**src/rtl/assert_macros.svh**
```systemverilog
// Assertion macros shared by the volume gradient RTL.
`ifndef ASSERT_MACROS_SVH
`define ASSERT_MACROS_SVH

// The condition must never be true at a clock edge outside reset.
`define ASSERT_NEVER(label, clk, rst_n, cond, msg) \
	label: assert property (@(posedge clk) disable iff (!rst_n) !(cond)) else $error(msg);

// Whenever the antecedent holds, the consequent must hold in the same cycle.
`define ASSERT_IMPL(label, clk, rst_n, ante, cons, msg) \
	label: assert property (@(posedge clk) disable iff (!rst_n) (ante) |-> (cons)) else $error(msg);

`endif

```
**src/rtl/vsg_pkg.sv**
```systemverilog
// Types and constants shared by the volume gradient modules.
`timescale 1ns / 1ps
`default_nettype none
package vsg_pkg;

	// Item codes on the input channel.
	localparam logic OP_SAMPLE = 1'b0;
	localparam logic OP_FLUSH  = 1'b1;

	// Register map.
	localparam int unsigned ADDR_W = 4;
	localparam logic [1:0] REG_ROWS   = 2'd0;
	localparam logic [1:0] REG_COLS   = 2'd1;
	localparam logic [1:0] REG_SLICES = 2'd2;
	localparam logic [1:0] REG_INV    = 2'd3;

	// Depth of the queue between front and back.
	localparam int unsigned Q_DEPTH = 4;

	typedef struct packed {
		logic        op;
		logic [15:0] sample;
	} in_beat_t;

	typedef struct packed {
		logic signed [15:0] grad_row;
		logic signed [15:0] grad_col;
		logic signed [19:0] grad_slice;
		logic               last;
	} out_beat_t;

	// One shift of the window, with the boundary flags of the voxel it answers.
	typedef struct packed {
		logic [15:0] data;
		logic        emit;
		logic        last;
		logic        rlo;
		logic        rhi;
		logic        clo;
		logic        chi;
		logic        slo;
		logic        shi;
	} cmd_t;

	typedef enum logic {
		FE_RUN,
		FE_PUMP
	} fe_state_t;

endpackage
`default_nettype wire

```
**src/rtl/vsg_front.sv**
```systemverilog
// Front end: accepts voxel beats, tracks positions and issues window shifts.
`timescale 1ns / 1ps
`default_nettype none
`include "assert_macros.svh"
module vsg_front #(
	parameter int unsigned MAX_ROWS   = 512,
	parameter int unsigned MAX_COLS   = 512,
	parameter int unsigned MAX_SLICES = 1024,
	localparam int unsigned RIW = $clog2(MAX_ROWS),
	localparam int unsigned CIW = $clog2(MAX_COLS),
	localparam int unsigned SIW = (MAX_SLICES > 1) ? $clog2(MAX_SLICES) : 1,
	localparam int unsigned LW  = $clog2(MAX_ROWS * MAX_COLS + MAX_ROWS + 2)
) (
	input  wire logic              clk,
	input  wire logic              arst_n,
	input  wire logic              clear,
	input  wire logic [RIW-1:0]    rlast,
	input  wire logic [CIW-1:0]    clast,
	input  wire logic [SIW-1:0]    slast,
	input  wire logic [LW-1:0]     lag,
	input  wire logic              in_valid,
	output logic                   in_ready,
	input  wire vsg_pkg::in_beat_t in_beat,
	output logic                   push,
	output vsg_pkg::cmd_t          cmd,
	input  wire logic              q_full
);
	import vsg_pkg::*;

	fe_state_t state_q, state_d;
	logic [RIW-1:0] in_row_q, out_r_q;
	logic [CIW-1:0] in_col_q, out_c_q;
	logic [SIW-1:0] in_slc_q, out_s_q;
	logic           full_q;
	logic [LW-1:0]  lead_q;

	logic acc, is_sample, store, vol_end, emit_now, o_last;

	assign is_sample = (in_beat.op == OP_SAMPLE);
	assign acc       = in_valid && in_ready;
	assign store     = acc && is_sample && !full_q;
	assign vol_end   = (in_row_q == rlast) && (in_col_q == clast) && (in_slc_q == slast);
	assign emit_now  = (lead_q == lag);
	assign o_last    = (out_r_q == rlast) && (out_c_q == clast) && (out_s_q == slast);

	// Next state: pump extra shifts until the pending result is out.
	always_comb begin
		state_d = state_q;
		unique case (state_q)
			FE_RUN: begin
				if (push && !emit_now && (full_q || vol_end)) begin
					state_d = FE_PUMP;
				end
			end
			FE_PUMP: begin
				if (push && emit_now) begin
					state_d = FE_RUN;
				end
			end
		endcase
	end

	// Outputs of the sequencer.
	always_comb begin
		in_ready = 1'b0;
		push     = 1'b0;
		unique case (state_q)
			FE_RUN: begin
				in_ready = !q_full;
				push     = acc && (full_q || is_sample);
			end
			FE_PUMP: begin
				push = !q_full;
			end
		endcase
	end

	// The shift command carries the boundary flags of the voxel it answers.
	always_comb begin
		cmd.data = store ? in_beat.sample : 16'd0;
		cmd.emit = emit_now;
		cmd.last = o_last;
		cmd.rlo  = (out_r_q == '0);
		cmd.rhi  = (out_r_q == rlast);
		cmd.clo  = (out_c_q == '0);
		cmd.chi  = (out_c_q == clast);
		cmd.slo  = (out_s_q == '0);
		cmd.shi  = (out_s_q == slast);
	end

	// Position counters.
	always_ff @(posedge clk or negedge arst_n) begin
		if (!arst_n) begin
			state_q  <= FE_RUN;
			in_row_q <= '0;
			in_col_q <= '0;
			in_slc_q <= '0;
			out_r_q  <= '0;
			out_c_q  <= '0;
			out_s_q  <= '0;
			full_q   <= 1'b0;
			lead_q   <= '0;
		end else if (clear || (push && emit_now && o_last)) begin
			state_q  <= FE_RUN;
			in_row_q <= '0;
			in_col_q <= '0;
			in_slc_q <= '0;
			out_r_q  <= '0;
			out_c_q  <= '0;
			out_s_q  <= '0;
			full_q   <= 1'b0;
			lead_q   <= '0;
		end else begin
			state_q <= state_d;
			if (store) begin
				if (in_row_q == rlast) begin
					in_row_q <= '0;
					if (in_col_q == clast) begin
						in_col_q <= '0;
						if (in_slc_q == slast) begin
							in_slc_q <= '0;
							full_q   <= 1'b1;
						end else begin
							in_slc_q <= in_slc_q + 1'b1;
						end
					end else begin
						in_col_q <= in_col_q + 1'b1;
					end
				end else begin
					in_row_q <= in_row_q + 1'b1;
				end
			end
			if (push) begin
				if (emit_now) begin
					if (out_r_q == rlast) begin
						out_r_q <= '0;
						if (out_c_q == clast) begin
							out_c_q <= '0;
							out_s_q <= out_s_q + 1'b1;
						end else begin
							out_c_q <= out_c_q + 1'b1;
						end
					end else begin
						out_r_q <= out_r_q + 1'b1;
					end
				end else begin
					lead_q <= lead_q + 1'b1;
				end
			end
		end
	end

	`ASSERT_NEVER(a_lead_bound, clk, arst_n, lead_q > lag, "window lead passed the lag")
	`ASSERT_IMPL(a_full_aligned, clk, arst_n, full_q && state_q == FE_RUN, lead_q == lag, "drain out of step")
endmodule
`default_nettype wire

```
**config.mk**
```make
export PLATFORM = sky130hd
export DESIGN_NAME = vsg_front
export DESIGN_NICKNAME = d
export VERILOG_FILES = /design/src/rtl/vsg_pkg.sv /design/src/rtl/vsg_front.sv
export VERILOG_INCLUDE_DIRS = /design/src /design/src/rtl
export SDC_FILE = /design/constraint.sdc
export NUM_CORES = 1
export LEC_CHECK = 0
export BUFFER_PORTS_ARGS = -buffer_cell sky130_fd_sc_hd__buf_2
export CORE_UTILIZATION = 57
export CTS_CLUSTER_DIAMETER = 80
export DETAILED_ROUTE_END_ITERATION = 8
export HOLD_SLACK_MARGIN = 0.06
export PLACE_DENSITY = 0.91
export SETUP_SLACK_MARGIN = 0.4
export SYNTH_ARGS = -nofsm -noshare
export SYNTH_HDL_FRONTEND = slang
export SYNTH_SLANG_ARGS = --single-unit
```
**constraint.sdc**
```tcl
create_clock -name clk -period 2.6 [get_ports clk]
set_input_delay 0.13 -clock clk [delete_from_list [all_inputs] [get_ports clk]]
set_output_delay 0.13 -clock clk [all_outputs]
set_load 0.02 [all_outputs]
```
# Word-level counts from Yosys, hierarchy flattened
# Cells that the tools add are included.
# word_totals
elab_cells,103
inputBits,69
output_inout_bits,26
regBits,77
# classes
add_sub_neg,7
muxes,41
bitwise,2
n_reduce_logical,36
eq_ne,8
# ops
cell,count
9-bit two-way mux,16
10-bit two-way mux,10
19-bit two-way mux,3
"9-bit by 1-bit adder with 9-bit output, second input constant",4
9-bit == test,4
"10-bit by 1-bit adder with 10-bit output, second input constant",2
10-bit == test,2
"19-bit by 1-bit adder with 19-bit output, second input constant",1
19-bit == test,1
9-bit zero test,2
16-bit two-way mux,1
2-bit nonzero test,8
1-bit logical AND,12
10-bit zero test,1
1-bit two-way mux,9
4-bit AND reduction,2
2-bit AND reduction,3
3-bit AND reduction,2
1-bit case mux with 2 select lines,2
1-bit zero test,3
1-bit logical OR,3
"2-bit by 1-bit inequality test with 1-bit output, second input constant",1
1-bit NOT,2

# Depth between registers and ports, before layout
# logic_depth
ltp_word,10
mapped_depth,9
mapped_depth_nobuf,7

# Worst setup path before layout
# OpenSTA, ideal clock, no wires.
# synth_path
path_kind,reg-to-reg
start,register out_r_q[2]
end,register full_q
t_arrival_ns,2.151
synth_period_minus_slack_ns,2.272
path_stages_with_launch,9
t_required_ns,2.479
setup_ns,0.121
setup_slack_ns,0.328
path_buffers,2
path_cell_list,dfrtp_1 clkbuf_1 xnor2_1 nand4_1 nor4_4 nand3_1 o21ai_2 buf_2 nor2_1
# synth_rtl
item,line_no,rtl
from (decl),vsg_front.sv:31,"logic [RIW-1:0] in_row_q, out_r_q;"
from (signal assigned),vsg_front.sv:144,out_r_q <= out_r_q + 1'b1;
to (signal assigned),vsg_front.sv:101,full_q <= 1'b0;
to (signal assigned),vsg_front.sv:111,full_q <= 1'b0;
to (signal assigned),vsg_front.sv:122,full_q <= 1'b1;
to (decl),vsg_front.sv:34,logic full_q;

# Worst setup path in the final report
# layout_path
start,register lead_q[4]
end,register lead_q[11]
# layout_via
elab_chain_cells,6
elab_cells_between_ends,11
cone_classes,add/sub: 1; eq/ne: 2; mux: 3; reduce/logical: 5
# layout_rtl
item,line_no,rtl
from (decl),vsg_front.sv:35,logic [LW-1:0] lead_q;
from (signal assigned),vsg_front.sv:147,lead_q <= lead_q + 1'b1;
"parallel branches: the longest is 6 deep, another holds 19-bit by 1-bit adder with 19-bit output",--,
# Parallel ways; which one is timed is not known. The select of a mux whose other input is x is not followed.
# A chain may end at the register's enable or synchronous reset.

==> flow_metrics.tcl <==
set metrics [dict create \
    gp_congestion 0.925 \
    grt_antenna_before_repair 0 \
    end_kind "flip-flop" \
    drc 0 \
    worstMarginPinSlew_ns 0.530 \
    wire_per_inst_um 18.2 \
    yosys_most_used_dff "dfrtp_1" \
    drive_above_1_share_pct 29.8 \
    fin_util_pct 73.4 \
    htreeDepth 3 \
    rsz0062_at_grt "true" \
    ys_warn_count 0 \
    syn_nets 718 \
    vias 5668 \
    die-area_um2 10000 \
    rows 35 \
    ys_seq_area_share_pct 35.1 \
    slowest_stage "dfrtp_1" \
    path_max_fanout 17 \
    drtIter0Drc 390 \
    grt_max_degree 35 \
    die_width_um 100 \
    cp.arrival_ns 2.63 \
    antenna_cells 0 \
    synth_area_per_cell_um2 8.58 \
    synth_seq_cells 77 \
    setup_tns_ns 0 \
    path_clk_slew_ns 0.08 \
    wl_um 16400 \
    post-synth-top-count-cell "dfrtp_1" \
    cts_tree "done" \
    drt-vias-per-instance 6.29 \
    cp.required_ns 2.83 \
    syn_area_um2 5490 \
    fill_cells 623 \
    fin_skew_ns 0.0102 \
    synth.distinct_cells 56 \
    design.core.area_um2 9280 \
    grt_pass1_vias 5093 \
    start_util_pct 59.1 \
    fin_crit_ns 2.40 \
    synthArstFlopShare_pct 100 \
    p_leak_uw 0.00290 \
    relSlewSlack_pct 64.7 \
    portBuffers 94 \
    root_buffer "clkbuf_8" \
    yosys-top-cells-count "77 x dfrtp_1, 66 x o21ai_0, 62 x xnor2_1" \
    antenna_left 0 \
    stdcell_count 901 \
    max_stage_delay_ns 0.44 \
    fin_crit_sh_pct 92.3 \
    dpl.cell_count 857 \
    clk_latency_ns 0.36 \
    synthToLayoutAreaGrowth_pct 24.2 \
    synthTopCellsByArea "dfrtp_1 35%, xnor2_1 9.9%, o21ai_0 6.0%, a21oi_1 4.2%, nand3_1 3.1%" \
    first_pass_iters 5 \
    ios 95 \
    finalHoldViolCount 0 \
    status "complete, no violations" \
    ir_drop_v 0.000301 \
    netlist_instances 639 \
    yosysTopAreaCell "dfrtp_1" \
    post-dp-hpwl_um 10700 \
    cts_buffers 9 \
    worstSetupPathType "reg -> reg" \
    cp-start-kind "flip-flop" \
    worst_path_dominant_cell_family "simple AND/OR/NAND/NOR gates" \
    grtUsageTotal_pct 29.9 \
    clockBufferDepth 2 \
    synth_top_area_share_pct 35.1 \
    nets 846 \
    grt.overflow.total 0 \
    die_height_um 100 \
    synth_edf_count 0 \
    setup_viol 0 \
    slew_viol_final 0 \
    crit_chain "xnor2_1 -> nand4_1 -> buf_4 -> nor3_2 -> nand2_1 -> o21ai_4 -> buf_12 -> a21oi_1" \
    fmax_ghz 0.416 \
    cp_num_buf_inv 2 \
    drv_cap 0 \
    cts.sinks 77 \
    p_per_area_nw_per_um2 381 \
    grt_first_pass_wirelength_um 23700 \
    hold_path.class "in -> async" \
]
metal layers:
layer,wire [um],track usage (%)
met5,0,0
met4,464,10.3
met3,1340,6.20
met2,8360,51.7
met1,6230,37.3
metrics by stage:
| stage | power [uW] | area [um^2] | hold WS (ns) | setup slack (ns) |
|---|---|---|---|---|
| 3_5_place_dp | 1630 | 6180 | 0.0697 | 0.250 |
| 3_3_place_gp | 1610 | 6180 | 0.0674 | 0.270 |
| 6_report | 2600 | 6810 | 0.221 | 0.199 |
| 4_1_cts | 2550 | 6500 | 0.218 | 0.403 |
| 5_1_grt | 2690 | 6810 | 0.248 | 0.147 |
| 2_1_floorplan | 1460 | 5520 | -0.166 | 0.403 |
cells in the final DEF (no fill, tap or decap), types with 7 or more instances in the layout:
cell and instances:
o21ai_1 8, and2_1 20, or3_1 10, o21ai_0 55
nand2_1 35, nand4_1 18, xnor2_2 7, dfrtp_1 72
nand3b_1 9, or3b_4 7, buf_2 93, xnor2_1 57
nor2_1 44, a21oi_1 36, buf_4 44, and3_1 27
a21oi_2 10, nor2b_1 7, nor4_1 7, ha_1 10
clkbuf_8 10, xor2_1 14, nor3_1 10, nand3_1 32
inv_1 24
path summary, 6_finish.rpt:
kind	to	from	cells after the start	slack, ns
worst max-delay path	lead_q[11]	lead_q[4]	8	0.20
worst min-delay path	in_col_q[5]	arst_n	2	0.22
worst max register to register	lead_q[11]	lead_q[4]	8	0.20
worst min register to register	out_c_q[0]	out_c_q[0]	1	0.53
max in group asynchronous	lead_q[3]	arst_n	3	1.56
min in group clk	in_row_q[1]	in_valid	4	0.25
where the power goes:
| part | internal [uW] | switching (uW) | total (uW) | leakage [uW] |
|---|---|---|---|---|
| Clock | 468 | 475 | 944 | 0.000102 |
| Sequential | 1210 | 31.7 | 1250 | 0.00106 |
| Combinational | 170 | 238 | 408 | 0.00174 |
| Total | 1850 | 745 | 2600 | 0.00290 |
kinds of logic after synthesis:
logic type	count (synthesis)	synth area share [%]
flops	77	35.1
xor+xnor	79	13.2
compound gates	139	13.9
simple gates	277	30.1
buf+inv	51	4.22
fa+ha+maj	10	2.28
mux	6	1.09
state kept, by name, summed over array words and instances (netlist names):
name,count
full_q,1
in_col_q,9
in_row_q,9
in_slc_q,10
lead_q,19
out_c_q,9
out_r_q,9
out_s_q,10
state_q,1
final cells by class:
| type | count | area, um^2 | share of cell area [%] |
|---|---|---|---|
| Multi-Input combinational cell | 511 | 3540 | 52.0 |
| Sequential cell | 77 | 1930 | 28.4 |
| Timing Repair Buffer | 143 | 885 | 13.0 |
| Tap cell | 129 | 161 | 2.37 |
| Clock buffer | 10 | 138 | 2.02 |
| Inverter | 25 | 93.8 | 1.38 |
| Clock inverter | 6 | 61.3 | 0.900 |
timing repair:
item / in CTS / in global routing
hold buffers: 1 / 0
setup endpoints to repair: 28 / 70
cloned: 0 / 3
resized for setup: 7 / 56
setup buffers: 10 / 14
hold endpoints to repair: 16 / 0
pin swaps: 6 / 27
No activity file was read; power rests on OpenSTA's default activity.
