**src/rtl/assert_macros.svh**
```systemverilog
// Assertion macros shared by the volume gradient RTL.
`ifndef ASSERT_MACROS_SVH
`define ASSERT_MACROS_SVH

// The condition must never be true at a clock edge outside reset.
`define ASSERT_NEVER(label, clk, rst_n, cond, msg) \
	label: assert property (@(posedge clk) disable iff (!rst_n) !(cond)) else $error(msg);

// Whenever the antecedent holds, the consequent must hold in the same cycle.
`define ASSERT_IMPL(label, clk, rst_n, ante, cons, msg) \
	label: assert property (@(posedge clk) disable iff (!rst_n) (ante) |-> (cons)) else $error(msg);

`endif

```
**src/rtl/vsg_pkg.sv**
```systemverilog
// Types and constants shared by the volume gradient modules.
`timescale 1ns / 1ps
`default_nettype none
package vsg_pkg;

	// Item codes on the input channel.
	localparam logic OP_SAMPLE = 1'b0;
	localparam logic OP_FLUSH  = 1'b1;

	// Register map.
	localparam int unsigned ADDR_W = 4;
	localparam logic [1:0] REG_ROWS   = 2'd0;
	localparam logic [1:0] REG_COLS   = 2'd1;
	localparam logic [1:0] REG_SLICES = 2'd2;
	localparam logic [1:0] REG_INV    = 2'd3;

	// Depth of the queue between front and back.
	localparam int unsigned Q_DEPTH = 4;

	typedef struct packed {
		logic        op;
		logic [15:0] sample;
	} in_beat_t;

	typedef struct packed {
		logic signed [15:0] grad_row;
		logic signed [15:0] grad_col;
		logic signed [19:0] grad_slice;
		logic               last;
	} out_beat_t;

	// One shift of the window, with the boundary flags of the voxel it answers.
	typedef struct packed {
		logic [15:0] data;
		logic        emit;
		logic        last;
		logic        rlo;
		logic        rhi;
		logic        clo;
		logic        chi;
		logic        slo;
		logic        shi;
	} cmd_t;

	typedef enum logic {
		FE_RUN,
		FE_PUMP
	} fe_state_t;

endpackage
`default_nettype wire

```
**src/rtl/vsg_fifo.sv**
```systemverilog
// Short command queue between the front end and the back end.
`timescale 1ns / 1ps
`default_nettype none
`include "assert_macros.svh"
module vsg_fifo (
	input  wire logic          clk,
	input  wire logic          arst_n,
	input  wire logic          push,
	input  wire vsg_pkg::cmd_t din,
	output logic               full,
	input  wire logic          pop,
	output vsg_pkg::cmd_t      dout,
	output logic               empty
);
	import vsg_pkg::*;

	localparam int unsigned PW = $clog2(Q_DEPTH);
	localparam int unsigned NW = $clog2(Q_DEPTH + 1);

	cmd_t          buf_q [Q_DEPTH];
	logic [PW-1:0] wp_q, rp_q;
	logic [NW-1:0] cnt_q;

	assign full  = (cnt_q == NW'(Q_DEPTH));
	assign empty = (cnt_q == '0);
	assign dout  = buf_q[rp_q];

	// Storage.
	always_ff @(posedge clk) begin
		if (push) begin
			buf_q[wp_q] <= din;
		end
	end

	// Pointers and fill level.
	always_ff @(posedge clk or negedge arst_n) begin
		if (!arst_n) begin
			wp_q  <= '0;
			rp_q  <= '0;
			cnt_q <= '0;
		end else begin
			if (push) begin
				wp_q <= (wp_q == PW'(Q_DEPTH - 1)) ? '0 : wp_q + 1'b1;
			end
			if (pop) begin
				rp_q <= (rp_q == PW'(Q_DEPTH - 1)) ? '0 : rp_q + 1'b1;
			end
			if (push && !pop) begin
				cnt_q <= cnt_q + 1'b1;
			end else if (pop && !push) begin
				cnt_q <= cnt_q - 1'b1;
			end
		end
	end

	`ASSERT_NEVER(a_no_overflow, clk, arst_n, push && full && !pop, "queue overflow")
	`ASSERT_NEVER(a_no_underflow, clk, arst_n, pop && empty, "queue underflow")
endmodule
`default_nettype wire

```
**config.mk**
```make
export PLATFORM = sky130hd
export DESIGN_NAME = vsg_fifo
export DESIGN_NICKNAME = d
export VERILOG_FILES = /design/src/rtl/vsg_pkg.sv /design/src/rtl/vsg_fifo.sv
export VERILOG_INCLUDE_DIRS = /design/src /design/src/rtl
export SDC_FILE = /design/constraint.sdc
export NUM_CORES = 1
export LEC_CHECK = 0
export ABC_AREA = 1
export BUFFER_PORTS_ARGS = -buffer_cell sky130_fd_sc_hd__buf_2
export CORE_ASPECT_RATIO = 1.25
export CORE_MARGIN = 2
export CORE_UTILIZATION = 60
export CTS_BUF_LIST = sky130_fd_sc_hd__clkbuf_8
export CTS_CLUSTER_DIAMETER = 40
export CTS_CLUSTER_SIZE = 16
export DETAILED_ROUTE_END_ITERATION = 6
export GPL_TIMING_DRIVEN = 0
export HOLD_SLACK_MARGIN = 0.05
export PLACE_DENSITY = 0.93
export SLEW_MARGIN = 10
export SYNTH_ARGS = -nofsm -noshare
export SYNTH_HDL_FRONTEND = slang
export SYNTH_SLANG_ARGS = --single-unit
```
**constraint.sdc**
```tcl
create_clock -name clk -period 2.1 [get_ports clk]
set_input_delay 0.21 -clock clk [delete_from_list [all_inputs] [get_ports clk]]
set_output_delay 0.21 -clock clk [all_outputs]
set_load 0.1 [all_outputs]
```
[After elaboration in Yosys (flattened, before gate mapping)]
Memory sizes are Yosys's and may differ from the RTL's.
Index checks and enable logic that the tools add are counted.
Word-level totals
  register bits: 7
  memory bits (writable): 96
  input port bits: 28
  output and inout bits: 26
  word-level logic and storage cells: 23
  memories kept: 1
Memory list
  buf_q: depth 4, width 24, read ports 1, clocked after memory_dff 0, wr ports 1, line vsg_fifo.sv:20  | cmd_t buf_q [Q_DEPTH];
Cells by class
  $add $sub $neg: 4
  eq/ne operators: 3
  mux-type cells: 6
  reductions and logical operators: 6
Operator list (number)
  $mux 3: 2
  $add 2x1->2 const B: 2
  $eq 2x2->1 const B: 2
  $mux 2: 2
  $add 3x1->3 const B: 1
  $eq 3x3->1 const B: 1
  $logic_not 3->1: 1
  $sub 3x1->3 const B: 1
  $logic_and 1x1->1: 2
  $logic_not 1->1: 2
  $mux 1: 2
  $reduce_bool 2->1: 1

[Longest topological paths before layout]
Gate-level depths: netlist of run 1.
  word-level depth: 4
  gate-level depth with buffers: 9
  mapped depth without buffers: 9

[Worst setup path before layout of run 1]
OpenSTA, ideal clock, no wires.
  path kind: reg-to-output
  start point: reg cnt_q[0]
  end point: out empty
  data arrival time: 2504 ps
  required time: 1890 ps
  setup slack: -614 ps
  cell stages (with the launch flop): 2
  buffers on the path: 0
  path through: dfrtp_1 > nor3_1
On the way
  word-level cells in the longest chain between the ends: 1
RTL lines
  start: declaration: line vsg_fifo.sv:22  | logic [NW-1:0] cnt_q;
  start signal: assignment: line vsg_fifo.sv:49  | cnt_q <= cnt_q + 1'b1;
  start signal: assignment: line vsg_fifo.sv:51  | cnt_q <= cnt_q - 1'b1;
  $logic_not 3->1: line vsg_fifo.sv:25  | assign empty = (cnt_q == '0);
  end: declaration: line vsg_fifo.sv:13  | output logic empty
Every way passes these cells.

==> results of run 1 <==
-- metrics by stage --
stage,worst slack [ns],util [%],cell area [sq um],hold slack (ns),setup TNS [ns]
final,0.0538,73.9,5150,0.0654,0
after global routing,-0.0188,73.9,5150,0.0518,-0.0233
after CTS,0.00290,72.3,5040,0.0514,0
after detailed placement,0.152,67.8,4730,0.0592,0
after global placement,0.247,67.8,4730,0.0529,0
after floorplan,-0.614,-,4350,-0.0856,-1.23
-- worst paths after layout --
path                           from      endpoint  slack [ns]  depth (start not counted)
min in group asynchronous    arst_n      cnt_q[2]        0.22                          2
setup / recovery            rp_q[1]       dout[8]        0.05                          5
max in group asynchronous    arst_n       rp_q[0]        1.71                          2
hold / removal              din[20]  buf_q[1][20]        0.07                          1
hold reg to reg            cnt_q[2]      cnt_q[2]        0.52                          2
setup reg to reg            wp_q[0]   buf_q[2][5]        0.19                          4
-- registers in the layout, indices dropped and copies added, names as in the netlist --
register,cells
buf_q,96
cnt_q,3
rp_q,2
wp_q,2
-- critical path: stages, from the launching register on --
cell and delay [ns]:
dfrtp_1 0.35, buf_2 0.21, buf_2 0.30, o211ai_1 0.18, nand2_1 0.10, clkbuf_4 0.32
-- placed cells by master (no fill, tap or decap), types with 6 or more instances in the layout --
| cell type | n |
|---|---|
| buf_2 | 38 |
| buf_6 | 6 |
| clkbuf_4 | 20 |
| clkbuf_8 | 9 |
| dfrtp_1 | 7 |
| dlygate4sd3_1 | 13 |
| edfxtp_1 | 96 |
| ha_1 | 6 |
| inv_1 | 59 |
| nand2_1 | 86 |
| o211ai_1 | 25 |
| o211ai_2 | 23 |
-- layout make-up --
type | instances | area (sq um)
Buffer | 15 | 113
Clock buffer | 9 | 124
Clock inverter | 7 | 111
Fill cell | 441 | 1820
Inverter | 61 | 231
Multi-Input combinational cell | 152 | 952
Sequential cell | 103 | 3060
Tap cell | 90 | 113
Timing Repair Buffer | 66 | 453
-- per-layer routing --
metal | GRT usage, % | up-vias
li1 | - | 1288
met1 | 27.7 | 1342
met2 | 41.7 | 96
met3 | 4.90 | 16
met4 | 9.39 | 0
met5 | 0 | -
-- kinds of logic after synthesis --
group	after synthesis	synth area share (%)
xor gates and xnor gates	1	0.201
adders and majority gates	7	2.18
AOI/OAI and AO/OA	53	11.5
buffers and inverters	76	7.88
DFF	103	70.3
and+or+nand+nor	91	7.99
-- repair_timing --
action | in CTS | in global routing
hold buffers | 7 | 6
pin swaps | 0 | 0
setup endpoints to repair | 12 | 20
hold endpoints to repair | 30 | 21
gates resized for setup | 4 | 20
==> summary.md, run 1 <==
| Metric | Value |
|---|---|
| Status | finished clean |
| EDFF count, synth | 96 |
| Worst Setup Path Type | register to output pin |
| RD Place Congestion | 0.713 |
| Via density | 5.45 |
| P&R area growth vs syn | 18.4% |
| Crit end category | output pin |
| Final Cycle Share | 97.4% |
| Setup Buffers After CTS | 0 |
| Critical Path Source Type | register |
| Die Wd | 80.2 microns |
| Share of cells above drive strength 1 | 25.9% |
| Port Buf Inserts | 53 |
| Layout Nets | 443 |
| Max Fclk | 0.489 GHz |
| Row count | 34 |
| Largest net degree at the start of global routing | 25 |
| Antenna cells | 0 |
| Antenna-violating nets left | 0 |
| H-tree depth | 3 |
| Yosys warning count | 0 |
| CTS Buffer Depth | 2 |
| TritonCTS Sinks | 103 |
| Core footprint | 0.00698 sq mm |
| Routed len/inst | 17.6 microns |
| Routed wl met3 | 473 microns |
| Cells after DPL | 474 |
| Tmin final | 2.05 ns |
| Synth Flop Type | edfxtp_1 |
| Cell variety after synth | 21 |
| Syn avg cell area | 13.2 sq um |
| Most common cell in the netlist | edfxtp_1 |
| Seq cells post-synth | 103 |
| Initial Utilization | 62.4% |
| WL met1 | 3260 microns |
| HP Class | primary input to register |
| Critical path arrival | 1.84 ns |
| Via total after detailed routing | 2,742 |
| TritonCTS Buffers | 9 |
| Slew @ Worst Pin | 1.07 ns |
| Syn Std Cell Area | 0.00435 sq mm |
| Final Skew | 0.00530 ns |
| Commonest cells post-synth | edfxtp_1, nand2_1, inv_1, o211ai_1, o211ai_2 |
| Vias in the first global route | 2,882 |
| Detailed placement HPWL | 5450 microns |
| Die area | 0.00796 sq mm |
| Global-route wire length before repair | 13,700 microns |
| Slew headroom | 28.5% |
| CTS clk-pin slew, worst paths | 0.09 ns |
| Routed WL | 8840 microns |
| Iter 0 DRT Violations | 181 |
| Syn Inst Count | 331 |
| Hold Vio Cnt, Final | 0 |
| Sequential area share after synthesis | 70.3% |
| I/O pin cnt | 54 |
| Top cell type's share of synthesized area | 66.2% |
| First-pass DRT Iterations | 4 |
| Residual DRC | 0 |
| Max FO, Critical Path | 10 |
| Post-synth top area cell | edfxtp_1 |
| Syn Nets | 366 |
| Clk_lat worst skew | 0.36 ns |
| Non-filler instance count after layout | 503 |
| Root Buffer | clkbuf_8 |
| Final setup violating endpoints | 0 |
| Overflow after GRT | 0 |
| Max Cap Viol | 0 |
| Asr flop ratio synth | 6.80% |
| Critical Path RT | 1.89 ns |
| Die height | 99.2 microns |
| GRT Total Usage | 23.5% |
| Final slew viol count | 0 |
| TritonCTS clock tree | built |
| Ranking of synthesized cells by area | edfxtp_1, nand2_1, o211ai_2, inv_1, o211ai_1 |
| Initial antenna violation count | 0 |
| Met2 WL post-DR | 4910 microns |
| Highest metal used | met4 |
Power of run 1 is left out: the tool's default activity adds up to more than one toggle a clock period on the data nets, which glitch-free logic cannot reach.
==> run 2: changes to the inputs <==
Settings changed: CORE_ASPECT_RATIO 1.25 to default.
==> run 2 against run 1 <==
Sequential share of layout area grew 1.1 points. Global-route usage grew 0.23 points. Non-clock buffer count shrank 7. Largest cell class unchanged.
==> summary.md, run 2 (synthesis gave the netlist of run 1 again) <==
| Metric | Value |
|---|---|
| Status | finished clean |
| CP peak stage delay | 0.36 ns |
| HP Class | primary input to register |
| Slowest cell on crit path | dfrtp_1 |
| Non-filler instance count after layout | 505 |
| Global-route wire length before repair | 13,600 microns |
| RSZ-0062 raised after global routing | no |
| Critical path arrival | 1.83 ns |
| Row count | 31 |
| Max FO, Critical Path | 10 |
| Crit end category | output pin |
| Vias in the first global route | 2,931 |
| H-tree depth | 3 |
| Via total after detailed routing | 2,766 |
| Antenna cells | 0 |
| Reg2Reg Setup Slack | 0.20 ns |
| Slew headroom | 27.1% |
| Final slew viol count | 0 |
| Routed len/inst | 18.0 microns |
| Core footprint | 0.00714 sq mm |
| CP delay by family, top | buffers and inverters |
| Slew @ Worst Pin | 1.09 ns |
| P&R area growth vs syn | 16.2% |
| Share of cells above drive strength 1 | 26.4% |
| Crit-path cells | buf_2 -> buf_2 -> o211ai_2 -> nand2_1 -> buf_6 |
| Final Skew | 0.00993 ns |
| Routed WL | 9090 microns |
| Crit path top cell by count | buf_2 |
| Via density | 5.48 |
| Critical Path Source Type | register |
| Final Cycle Share | 97.1% |
| Die Wd | 89.2 microns |
| First-pass DRT Iterations | 5 |
| Max Cap Viol | 0 |
| Initial Utilization | 61.0% |
| Critical Path RT | 1.89 ns |
| Worst hold start | din[21] |
| Max Fclk | 0.490 GHz |
| Setup Buffers After CTS | 0 |
| Antenna-violating nets left | 0 |
| Root Buffer | clkbuf_8 |
| TritonCTS Sinks | 103 |
| Port Buf Inserts | 53 |
| CTS Buffer Depth | 2 |
| TritonCTS clock tree | built |
| Die height | 89.2 microns |
| RD Place Congestion | 0.805 |
| Largest net degree at the start of global routing | 25 |
| Cells after DPL | 483 |
| I/O pin cnt | 54 |
| Hold Vio Cnt, Final | 0 |
| Hold Path End | buf_q[0][21] |
| Hold Path Depth | 1 |
| Layout Nets | 436 |
| TritonCTS Buffers | 9 |
| Cells on worst reg2reg path | 4 |
| Largest Register | buf_q |
| CTS clk-pin slew, worst paths | 0.10 ns |
| Commonest non-fill, non-tap cell in the layout | edfxtp_1 |
| R2r endpoint | buf_q[1][14] |
| GRT Total Usage | 23.8% |
| Post-layout util | 70.9% |
| Overflow after GRT | 0 |
| Detailed placement HPWL | 5260 microns |
| Commonest cells after routing, fill and taps aside | edfxtp_1, nand2_1, inv_1, buf_2, o211ai_1 |
| Largest register FFs | 96 |
| Initial antenna violation count | 0 |
| Worst Setup Path Type | register to output pin |
| Residual DRC | 0 |
| Clk_lat worst skew | 0.37 ns |
| Final setup violating endpoints | 0 |
| Tmin final | 2.04 ns |
| Reg2reg start | wp_q[1] |
| CP bufs+invs | 3 |
| Top Registers | buf_q (96), cnt_q (3) |
| Iter 0 DRT Violations | 242 |
| Crit path from | rp_q[1] |
| Die area | 0.00795 sq mm |
[run 2: worst max path at each step]
stage	end	slack, ns	depth (start not counted)
after floorplan	empty	-0.61	1
after global placement	buf_q[1][22]	0.25	4
after detailed placement	buf_q[1][22]	0.21	4
after CTS	dout[10]	0.005	6
after global routing	dout[16]	0.007	6
final	dout[3]	0.06	5
[run 2: worst reg2reg max path: cells and delay by family, from the launching register on]
| kind | cells | cell delay, ns |
|---|---|---|
| fa+ha+maj | 1 | 0.15 |
| flops | 1 | 0.41 |
| buf+inv | 2 | 0.89 |
| simple gates | 1 | 0.06 |
[run 2: layout make-up]
cell class / count / area [sq um]
well taps: 99 / 124
fillers: 463 / 2080
flip-flops and latches: 103 / 3060
multi-input cells: 152 / 952
plain buffers: 15 / 115
clock buffers: 9 / 124
repair buffers: 59 / 389
inverters: 61 / 231
clock inverters: 7 / 63.8
[run 2: through the flow]
stage	area [sq um]	worst slack (ns)	hold WS (ns)	setup TNS (ns)
2_1_floorplan	4350	-0.614	-0.0856	-1.23
3_3_place_gp	4740	0.253	0.0492	0
3_5_place_dp	4740	0.209	0.0471	0
4_1_cts	5020	0.00456	0.0504	0
5_1_grt	5060	0.00652	0.0570	0
6_report	5060	0.0602	0.0590	0
[run 2: timing repair]
item,4_1_cts,5_1_grt
pin swaps,0,0
resized for setup,12,15
endpoints found under the setup margin,20,14
hold buffers,6,0
endpoints found under the hold margin,24,0
[run 2: routing by layer]
layer	part of all wire (%)	wire, microns	track usage (%)
met5	0	0	0
met4	3.9	357	17.2
met3	6.7	609	4.80
met2	53	4800	39.9
met1	37	3320	26.9
Power of run 2 is left out for the same reason.
