--- src/rtl/assert_macros.svh ---
// Assertion macros shared by the volume gradient RTL.
`ifndef ASSERT_MACROS_SVH
`define ASSERT_MACROS_SVH

// The condition must never be true at a clock edge outside reset.
`define ASSERT_NEVER(label, clk, rst_n, cond, msg) \
	label: assert property (@(posedge clk) disable iff (!rst_n) !(cond)) else $error(msg);

// Whenever the antecedent holds, the consequent must hold in the same cycle.
`define ASSERT_IMPL(label, clk, rst_n, ante, cons, msg) \
	label: assert property (@(posedge clk) disable iff (!rst_n) (ante) |-> (cons)) else $error(msg);

`endif

--- src/rtl/vsg_pkg.sv ---
// Types and constants shared by the volume gradient modules.
`timescale 1ns / 1ps
`default_nettype none
package vsg_pkg;

	// Item codes on the input channel.
	localparam logic OP_SAMPLE = 1'b0;
	localparam logic OP_FLUSH  = 1'b1;

	// Register map.
	localparam int unsigned ADDR_W = 4;
	localparam logic [1:0] REG_ROWS   = 2'd0;
	localparam logic [1:0] REG_COLS   = 2'd1;
	localparam logic [1:0] REG_SLICES = 2'd2;
	localparam logic [1:0] REG_INV    = 2'd3;

	// Depth of the queue between front and back.
	localparam int unsigned Q_DEPTH = 4;

	typedef struct packed {
		logic        op;
		logic [15:0] sample;
	} in_beat_t;

	typedef struct packed {
		logic signed [15:0] grad_row;
		logic signed [15:0] grad_col;
		logic signed [19:0] grad_slice;
		logic               last;
	} out_beat_t;

	// One shift of the window, with the boundary flags of the voxel it answers.
	typedef struct packed {
		logic [15:0] data;
		logic        emit;
		logic        last;
		logic        rlo;
		logic        rhi;
		logic        clo;
		logic        chi;
		logic        slo;
		logic        shi;
	} cmd_t;

	typedef enum logic {
		FE_RUN,
		FE_PUMP
	} fe_state_t;

endpackage
`default_nettype wire

--- src/rtl/vsg_regs.sv ---
// Configuration registers and the derived volume geometry.
`timescale 1ns / 1ps
`default_nettype none
module vsg_regs #(
	parameter int unsigned MAX_ROWS   = 512,
	parameter int unsigned MAX_COLS   = 512,
	parameter int unsigned MAX_SLICES = 1024,
	localparam int unsigned RIW = $clog2(MAX_ROWS),
	localparam int unsigned CIW = $clog2(MAX_COLS),
	localparam int unsigned SIW = (MAX_SLICES > 1) ? $clog2(MAX_SLICES) : 1,
	localparam int unsigned RAW = $clog2(MAX_ROWS - 1),
	localparam int unsigned SAW = $clog2(MAX_ROWS * (MAX_COLS - 2) - 1),
	localparam int unsigned LW  = $clog2(MAX_ROWS * MAX_COLS + MAX_ROWS + 2)
) (
	input  wire logic                        clk,
	input  wire logic                        arst_n,
	input  wire logic                        psel,
	input  wire logic                        penable,
	input  wire logic                        pwrite,
	input  wire logic [vsg_pkg::ADDR_W-1:0]  paddr,
	input  wire logic [31:0]                 pwdata,
	output logic      [31:0]                 prdata,
	output logic                             pready,
	output logic                             clear,
	output logic      [RIW-1:0]              rlast,
	output logic      [CIW-1:0]              clast,
	output logic      [SIW-1:0]              slast,
	output logic      [RAW-1:0]              rwrap,
	output logic      [SAW-1:0]              swrap,
	output logic      [LW-1:0]               lag,
	output logic      [15:0]                 inv
);
	import vsg_pkg::*;

	localparam int unsigned R0 = (MAX_ROWS < 512) ? MAX_ROWS : 512;
	localparam int unsigned C0 = (MAX_COLS < 512) ? MAX_COLS : 512;
	localparam int unsigned S0 = (MAX_SLICES < 1024) ? MAX_SLICES : 1024;

	function automatic logic [31:0] clampv(input logic [31:0] v, input logic [31:0] lo,
			input logic [31:0] hi);
		clampv = (v < lo) ? lo : ((v > hi) ? hi : v);
	endfunction

	logic [9:0]  num_rows_q;
	logic [9:0]  num_cols_q;
	logic [10:0] num_slices_q;
	logic [15:0] inv_q;
	logic [RIW-1:0] rlast_q;
	logic [CIW-1:0] clast_q;
	logic [SIW-1:0] slast_q;
	logic [RAW-1:0] rwrap_q;
	logic [SAW-1:0] swrap_q;
	logic [LW-1:0]  lag_q;

	logic        wr;
	logic [1:0]  idx;
	logic [31:0] r_sel;
	logic [31:0] c_sel;
	logic [31:0] s_new;
	logic [31:0] plane;

	assign pready = 1'b1;
	assign wr     = psel && penable && pwrite;
	assign idx    = paddr[3:2];
	assign clear  = wr && (idx != REG_INV);

	// New geometry: the written dimension replaces the stored one.
	always_comb begin
		r_sel = (wr && idx == REG_ROWS) ? clampv({22'd0, pwdata[9:0]}, 32'd3, 32'(MAX_ROWS))
			: 32'(rlast_q) + 32'd1;
		c_sel = (wr && idx == REG_COLS) ? clampv({22'd0, pwdata[9:0]}, 32'd3, 32'(MAX_COLS))
			: 32'(clast_q) + 32'd1;
		s_new = clampv({21'd0, pwdata[10:0]}, 32'd1, 32'(MAX_SLICES));
		plane = r_sel * c_sel;
	end

	// Register writes.
	always_ff @(posedge clk or negedge arst_n) begin
		if (!arst_n) begin
			num_rows_q   <= 10'd512;
			num_cols_q   <= 10'd512;
			num_slices_q <= 11'd1024;
			inv_q        <= 16'd4096;
			rlast_q      <= RIW'(R0 - 1);
			clast_q      <= CIW'(C0 - 1);
			slast_q      <= SIW'(S0 - 1);
			rwrap_q      <= RAW'(R0 - 2);
			swrap_q      <= SAW'(R0 * C0 - 2 * R0 - 2);
			lag_q        <= LW'(R0 * C0 + R0 + 1);
		end else if (wr) begin
			unique case (idx)
				REG_ROWS, REG_COLS: begin
					if (idx == REG_ROWS) begin
						num_rows_q <= pwdata[9:0];
					end else begin
						num_cols_q <= pwdata[9:0];
					end
					rlast_q <= RIW'(r_sel - 32'd1);
					clast_q <= CIW'(c_sel - 32'd1);
					rwrap_q <= RAW'(r_sel - 32'd2);
					swrap_q <= SAW'(plane - 32'd2 * r_sel - 32'd2);
					lag_q   <= LW'(plane + r_sel + 32'd1);
				end
				REG_SLICES: begin
					num_slices_q <= pwdata[10:0];
					slast_q      <= SIW'(s_new - 32'd1);
				end
				REG_INV: begin
					inv_q <= pwdata[15:0];
				end
			endcase
		end
	end

	// Read back.
	always_comb begin
		unique case (idx)
			REG_ROWS:   prdata = {22'd0, num_rows_q};
			REG_COLS:   prdata = {22'd0, num_cols_q};
			REG_SLICES: prdata = {21'd0, num_slices_q};
			REG_INV:    prdata = {16'd0, inv_q};
		endcase
	end

	assign rlast = rlast_q;
	assign clast = clast_q;
	assign slast = slast_q;
	assign rwrap = rwrap_q;
	assign swrap = swrap_q;
	assign lag   = lag_q;
	assign inv   = inv_q;
endmodule
`default_nettype wire

--- config.mk ---
export PLATFORM = sky130hd
export DESIGN_NAME = vsg_regs
export DESIGN_NICKNAME = d
export VERILOG_FILES = /design/src/rtl/assert_macros.svh /design/src/rtl/vsg_pkg.sv /design/src/rtl/vsg_regs.sv
export SDC_FILE = /design/constraint.sdc
export NUM_CORES = 1
export LEC_CHECK = 0
export BUFFER_PORTS_ARGS = -buffer_cell sky130_fd_sc_hd__buf_2
export CAP_MARGIN = 15
export CORE_MARGIN = 3
export CORE_UTILIZATION = 32
export CTS_BUF_LIST = sky130_fd_sc_hd__clkbuf_4 sky130_fd_sc_hd__clkbuf_8
export CTS_CLUSTER_DIAMETER = 100
export CTS_CLUSTER_SIZE = 8
export DETAILED_ROUTE_END_ITERATION = 12
export GPL_TIMING_DRIVEN = 0
export PLACE_DENSITY_LB_ADDON = 0.12
export SLEW_MARGIN = 20
export SYNTH_ARGS = -nofsm -noshare
export SYNTH_HDL_FRONTEND = slang
export SYNTH_SLANG_ARGS = --single-unit
--- constraint.sdc ---
create_clock -name clk -period 21.1 [get_ports clk]
set_input_delay 4.22 -clock clk [delete_from_list [all_inputs] [get_ports clk]]
set_output_delay 4.22 -clock clk [all_outputs]
set_load 0.05 [all_outputs]
Word level (Yosys, flattened, before mapping)
Cells that the tools add are included.
Widths: inputs -> output; s select.
{ "op_classes": {"magnitude_cmp": 4, "n_mul": 1, "mux": 7, "bitwise_logic": 1, "n_eq_ne": 4, "n_reduce_logical": 12, "add_sub_neg": 10} }
{ "op_table": {"columns": ["op", "count"], "rows": [
  ["$pmux 32 s4", 1],
  ["$mux 10", 6],
  ["$add 9x1->10 const B", 2],
  ["$add 19x1->19 const B", 1],
  ["$add 19x10->19", 1],
  ["$mul 10x10->19", 1],
  ["$sub 18x11->18", 1],
  ["$sub 18x2->18 const B", 1],
  ["$sub 9x1->9 const B", 2],
  ["$gt 11x11->1 const B", 1],
  ["$lt 11x1->1 const B", 1],
  ["$gt 10x10->1 const B", 1],
  ["$lt 10x2->1 const B", 1],
  ["$sub 10x1->10 const B", 1],
  ["$sub 9x2->9 const B", 1],
  ["$reduce_and 2->1", 3],
  ["$reduce_and 3->1", 2],
  ["$logic_and 1x1->1", 5],
  ["$eq 2x2->1 const B", 2],
  ["$eq 2x1->1 const B", 1],
  ["$logic_not 2->1", 1],
  ["$ne 2x2->1 const B", 1],
  ["$reduce_or 2->1", 1],
  ["$not 1->1", 1]
]} }
{ "word_totals": {"output_inout_bits": 124, "inputBits": 41, "word_cells": 49, "regBits": 121} }

Longest topological paths before layout
{ "logic_depth": {"ltp_word": 7, "depth_mapped": 32, "depth_no_buf": 30} }

Worst setup path before layout
Ideal clock, no wire load.
{ "synth_path": {"path_type": "input -> register", "from": "input pwdata[5]", "to": "register swrap_q[17] (netlist: swrap[17])", "path_stages": 28, "required_time_ns": 21.010, "arrival_ns": 11.383, "setup_slack_ns": 9.627, "setup_ns": 0.090, "n_path_buf": 2, "path_cell_list": "buf_6 -> or4_4 -> or4_4 -> a21oi_4 -> a21o_2 -> buf_2 -> nand2_1 -> fa_1 -> fa_1 -> inv_1 -> fa_1 -> fa_1 -> inv_1 -> fa_1 -> inv_1 -> ha_1 -> or4_1 -> o21ai_1 -> xor2_1 -> ha_1 -> inv_1 -> ha_1 -> nand3_1 -> nand2_1 -> a2111o_1 -> nor3_1 -> xor2_1 -> o21ai_0"} }
{ "synth_between": {"elab_chain_cells": 7, "elab_cells_between_ends": 9, "cone_classes": "add/sub: 2; mul: 1; order compare: 2; mux: 4"} }
{ "synth_rtl": {"columns": ["element", "line_no", "text"], "rows": [
  ["start: declaration", "vsg_regs.sv:21", "input wire logic [31:0] pwdata,"],
  ["$gt 10x10->1", "vsg_regs.sv:41", "clampv = (v < lo) ? lo : ((v > hi) ? hi : v);"],
  ["$mux 10", "vsg_regs.sv:41", null],
  ["$mux 10 (*)", "vsg_regs.sv:41", null],
  ["$mux 10 (*)", "vsg_regs.sv:69", "r_sel = (wr && idx == REG_ROWS) ? clampv({22'd0, pwdata[9:0]}, 32'd3, 32'(MAX_ROWS))"],
  ["named net r_sel[0]", "vsg_regs.sv:57", "logic [31:0] r_sel;"],
  ["$mul 10x10->19", "vsg_regs.sv:74", "plane = r_sel * c_sel;"],
  ["$sub 18x11->18 (*)", "vsg_regs.sv:101", "swrap_q <= SAW'(plane - 32'd2 * r_sel - 32'd2);"],
  ["$sub 18x2->18 (*)", "vsg_regs.sv:101", null],
  ["end signal: assignment", "vsg_regs.sv:88", "swrap_q <= SAW'(R0 * C0 - 2 * R0 - 2);"],
  ["end signal: assignment", "vsg_regs.sv:101", null],
  ["end: declaration", "vsg_regs.sv:52", "logic [SAW-1:0] swrap_q;"]
]} }
Mark *: on every way through the listed nets, which the timed path passes. The rest lies on a longest branch.
A chain may end at the register's enable or synchronous reset.

Final worst setup path
{ "layout_path": {"from": "input psel", "to": "register swrap_q[17] (netlist: swrap[17])"} }
{ "layout_between": {"elab_chain_cells": 7, "elab_cells_between_ends": 10, "cone_classes": "add/sub: 2; mul: 1; mux: 2; reduce/logical: 5"} }
{ "layout_rtl": {"columns": ["element", "line_no", "text"], "rows": [
  ["start: declaration", "vsg_regs.sv:17", "input wire logic psel,"],
  ["$logic_and 1x1->1 (*) (2 in a row)", "vsg_regs.sv:63", "assign wr = psel && penable && pwrite;"],
  ["$logic_and 1x1->1, on equally long branches", "vsg_regs.sv:69, vsg_regs.sv:71", null],
  ["$mux 10, on equally long branches", "vsg_regs.sv:69, vsg_regs.sv:71", null],
  ["$mul 10x10->19", "vsg_regs.sv:74", null],
  ["$sub 18x11->18", "vsg_regs.sv:101", null],
  ["$sub 18x2->18", "vsg_regs.sv:101", null]
]} }
Every way passes the cells marked *; elsewhere a longest branch is shown, timed or not.

==> results.md <==
* Status: finished clean
* CP Class: in -> reg
* Final Cycle Share at 59.59%
* Yosys cell types at 75
* Row count at 65
* Setup TNS at 0 ps
* Total grt overflow at 0
* # Post-CTS Setup Buffers at 0
* Routed vias at 8566
* Clk_skew at 25.21 ps
* Crit path required time at 21480 ps
* Sequential-to-total area share from yosys stat at 29.29%
* Final min period at 12570 ps
* Critical path's slowest cell: a21oi_1
* Post-route ant nets at 0
* Gate count of the mapped netlist at 1170
* RR Endpoint: swrap[17]$_DFFE_PN1P_
* Inserted Clock Buffers at 17
* Clk_lat worst skew at 480 ps
* I/O pin count at 165
* Worst R2R Path Depth at 29
* Clk slew on worst S/H paths at 80 ps
* CP dominant cell by count: fa_1
* CTS H-Tree Depth at 4
* Final WL at 31.75 mm
* Post-synthesis async set-or-reset flop share at 100.0%
* #FFs+latches synth at 121
* Area of the core at 0.03212 sq mm
* F_max at 79.54 MHz
* Reg-to-reg startpoint: rlast[1]$_DFFE_PN1P_
* Routed len/inst at 17.85 microns
* Final RePlAce weighted congestion at 0.8259
* Slew @ Worst Pin at 1070 ps
* CTS tree: built
* Crit path arrival time at 12950 ps
* Initial DRC Count at 404
* CP Capture Type: flop
* Via-per-instance ratio at 4.815
* Main synth FF type: dfrtp_1
* Vias in the first global route at 8723
* CP max stage delay at 620 ps
* Overall routing resource usage at 18.59%
* Router iterations before antenna repair at 4
* Post-synth EDFFs at 0
* Root buffer cell: clkbuf_8
* DRC at 0
* Nets@finish at 1516
* # resized after CTS at 0
* Cell Area, Synth at 0.01059 sq mm
* Die ar. at 0.03532 sq mm
* RSZ-0062 raised after global routing: false
* I/O Buffers at 126
* Hold/Removal Path Class: reg -> reg
* Max-Cap Viols at 0
* Syn_area_per_cell at 9.052 sq um
* Critical path peak fanout at 10
* Initial Utilization at 32.97%
* Highest-count cells in the layout ignoring fill and taps: nand2_1, buf_2, inv_1
* Clk buf depth at 2
* Flop-to-flop setup slack at 12350 ps
* Crit start category: primary input
* Endpoints failing setup at 0
* Worst Hold Launch: swrap[2]$_DFFE_PN1P_
* YS warnings at 0
* Most common cell after layout, fill and taps aside: nand2_1
* First-pass GRT wire length at 50.90 mm
* Largest net degree at the start of global routing at 88
* Initial antenna violation count at 0
* Slew HR at 28.69%
* HPWL reported at the end of detailed placement at 24.67 mm
* Horiz. Die Dim at 187.9 microns
* Hold Crit Depth at 2
* Max Slew Vio Count at 0
* Share of cells above drive strength 1 at 23.36%
* ANT cells at 0
* Hold EP: swrap[2]$_DFFE_PN1P_
* Hold buffer count at cts at 0
* Synthesis-to-finish area growth at 15.89%
* Die H at 187.9 microns
* CTS sink cnt at 121
* Hold Vio Cnt, Final at 0
-- cell families (layout without fill, tap and decap cells) --
group                      after synthesis  in the layout  synth area share [%]
and+or+nand+nor                        388            388                 16.62
adders and majority gates              144            144                 21.48
AOI/OAI and AO/OA                      187            187                 11.01
buffers and inverters                  192            351                 8.057
DFF                                    121            121                 29.29
xor gates and xnor gates                88             88                 7.348
muxes                                   48             48                 6.131
other                                    2             17               0.07091
-- Yosys cell counts (6+ instances only) --
cell / n / area (sq um)
and2_1: 8 / 50.05
nand2_1: 190 / 713.2
nor2_1: 79 / 296.5
a21o_1: 10 / 75.07
dfstp_2: 59 / 1550
o21a_1: 8 / 60.06
buf_4: 18 / 135.1
dfrtp_1: 62 / 1551
and3_1: 15 / 93.84
clkbuf_1: 39 / 146.4
o21ai_1: 11 / 55.05
a31oi_1: 8 / 50.05
nor3_1: 16 / 80.08
fa_1: 63 / 1261
o31ai_1: 6 / 45.04
nor4_1: 7 / 43.79
mux2_2: 35 / 394.1
inv_1: 119 / 446.7
o21ai_0: 86 / 430.4
a21oi_1: 25 / 125.1
nand2b_1: 8 / 50.05
xor2_1: 24 / 210.2
ha_1: 81 / 1013
mux4_2: 10 / 225.2
nand3_1: 20 / 100.1
nor2b_1: 16 / 100.1
xnor2_1: 63 / 551.8
-- registers in the layout (all words and copies together), names as in the netlist, 10 cells and up --
| register | count |
|---|---|
| inv | 16 |
| lag | 19 |
| num_cols_q | 10 |
| num_rows_q | 10 |
| num_slices_q | 11 |
| slast | 10 |
| swrap | 18 |
-- through the flow --
stage	setup WS [ps]	util [%]	cell area (sq um)	hold WS, ps	instances
after global routing	7856	38.21	12270	489.9	1779
final	8527	38.21	12270	463.3	1779
after floorplan	9627	-	10650	437.1	1185
after global placement	8012	36.80	11820	450.5	1746
after CTS	8476	38.21	12270	471.4	1779
after detailed placement	7985	36.92	11860	457.6	1747
-- how the worst max path moves through the flow --
stage	end	cells past startpoint	startpoint	slack [ps]
6_report	swrap[17]$_DFFE_PN1P_	30	psel	8530
2_1_floorplan	swrap[17]$_DFFE_PN1P_	28	pwdata[5]	9630
5_1_grt	swrap[17]$_DFFE_PN1P_	30	paddr[3]	7860
3_5_place_dp	swrap[17]$_DFFE_PN1P_	30	paddr[3]	7980
4_1_cts	swrap[17]$_DFFE_PN1P_	30	paddr[3]	8480
3_3_place_gp	swrap[17]$_DFFE_PN1P_	30	paddr[3]	8010
-- cell type report --
class | instances | area, sq um
Tap cell | 435 | 544.3
Fill cell | 3361 | 19850
Multi-Input combinational cell | 872 | 6693
Sequential cell | 121 | 3102
Timing Repair Buffer | 127 | 668.1
Clock inverter | 14 | 172.7
Buffer | 70 | 395.4
Clock buffer | 18 | 241.5
Inverter | 122 | 457.9
-- critical path, delay by kind of cell --
kind	cells	cell delay (ps)
adder cells (fa/ha/maj)	8	3490
AND/OR/NAND/NOR	8	1650
AO/OA/AOI/OAI	4	1560
buffers and inverters	8	1370
XOR/XNOR	2	670
-- metal layers --
metal / share of wire [%] / track usage, %
met3: 3.7 / 3.440
met4: 1.4 / 4.473
met2: 47 / 30.82
met5: 0 / 0
met1: 48 / 25.19
Power is not shown: default switching activity piles up to over one toggle a cycle in this logic, so the estimate is an artifact.
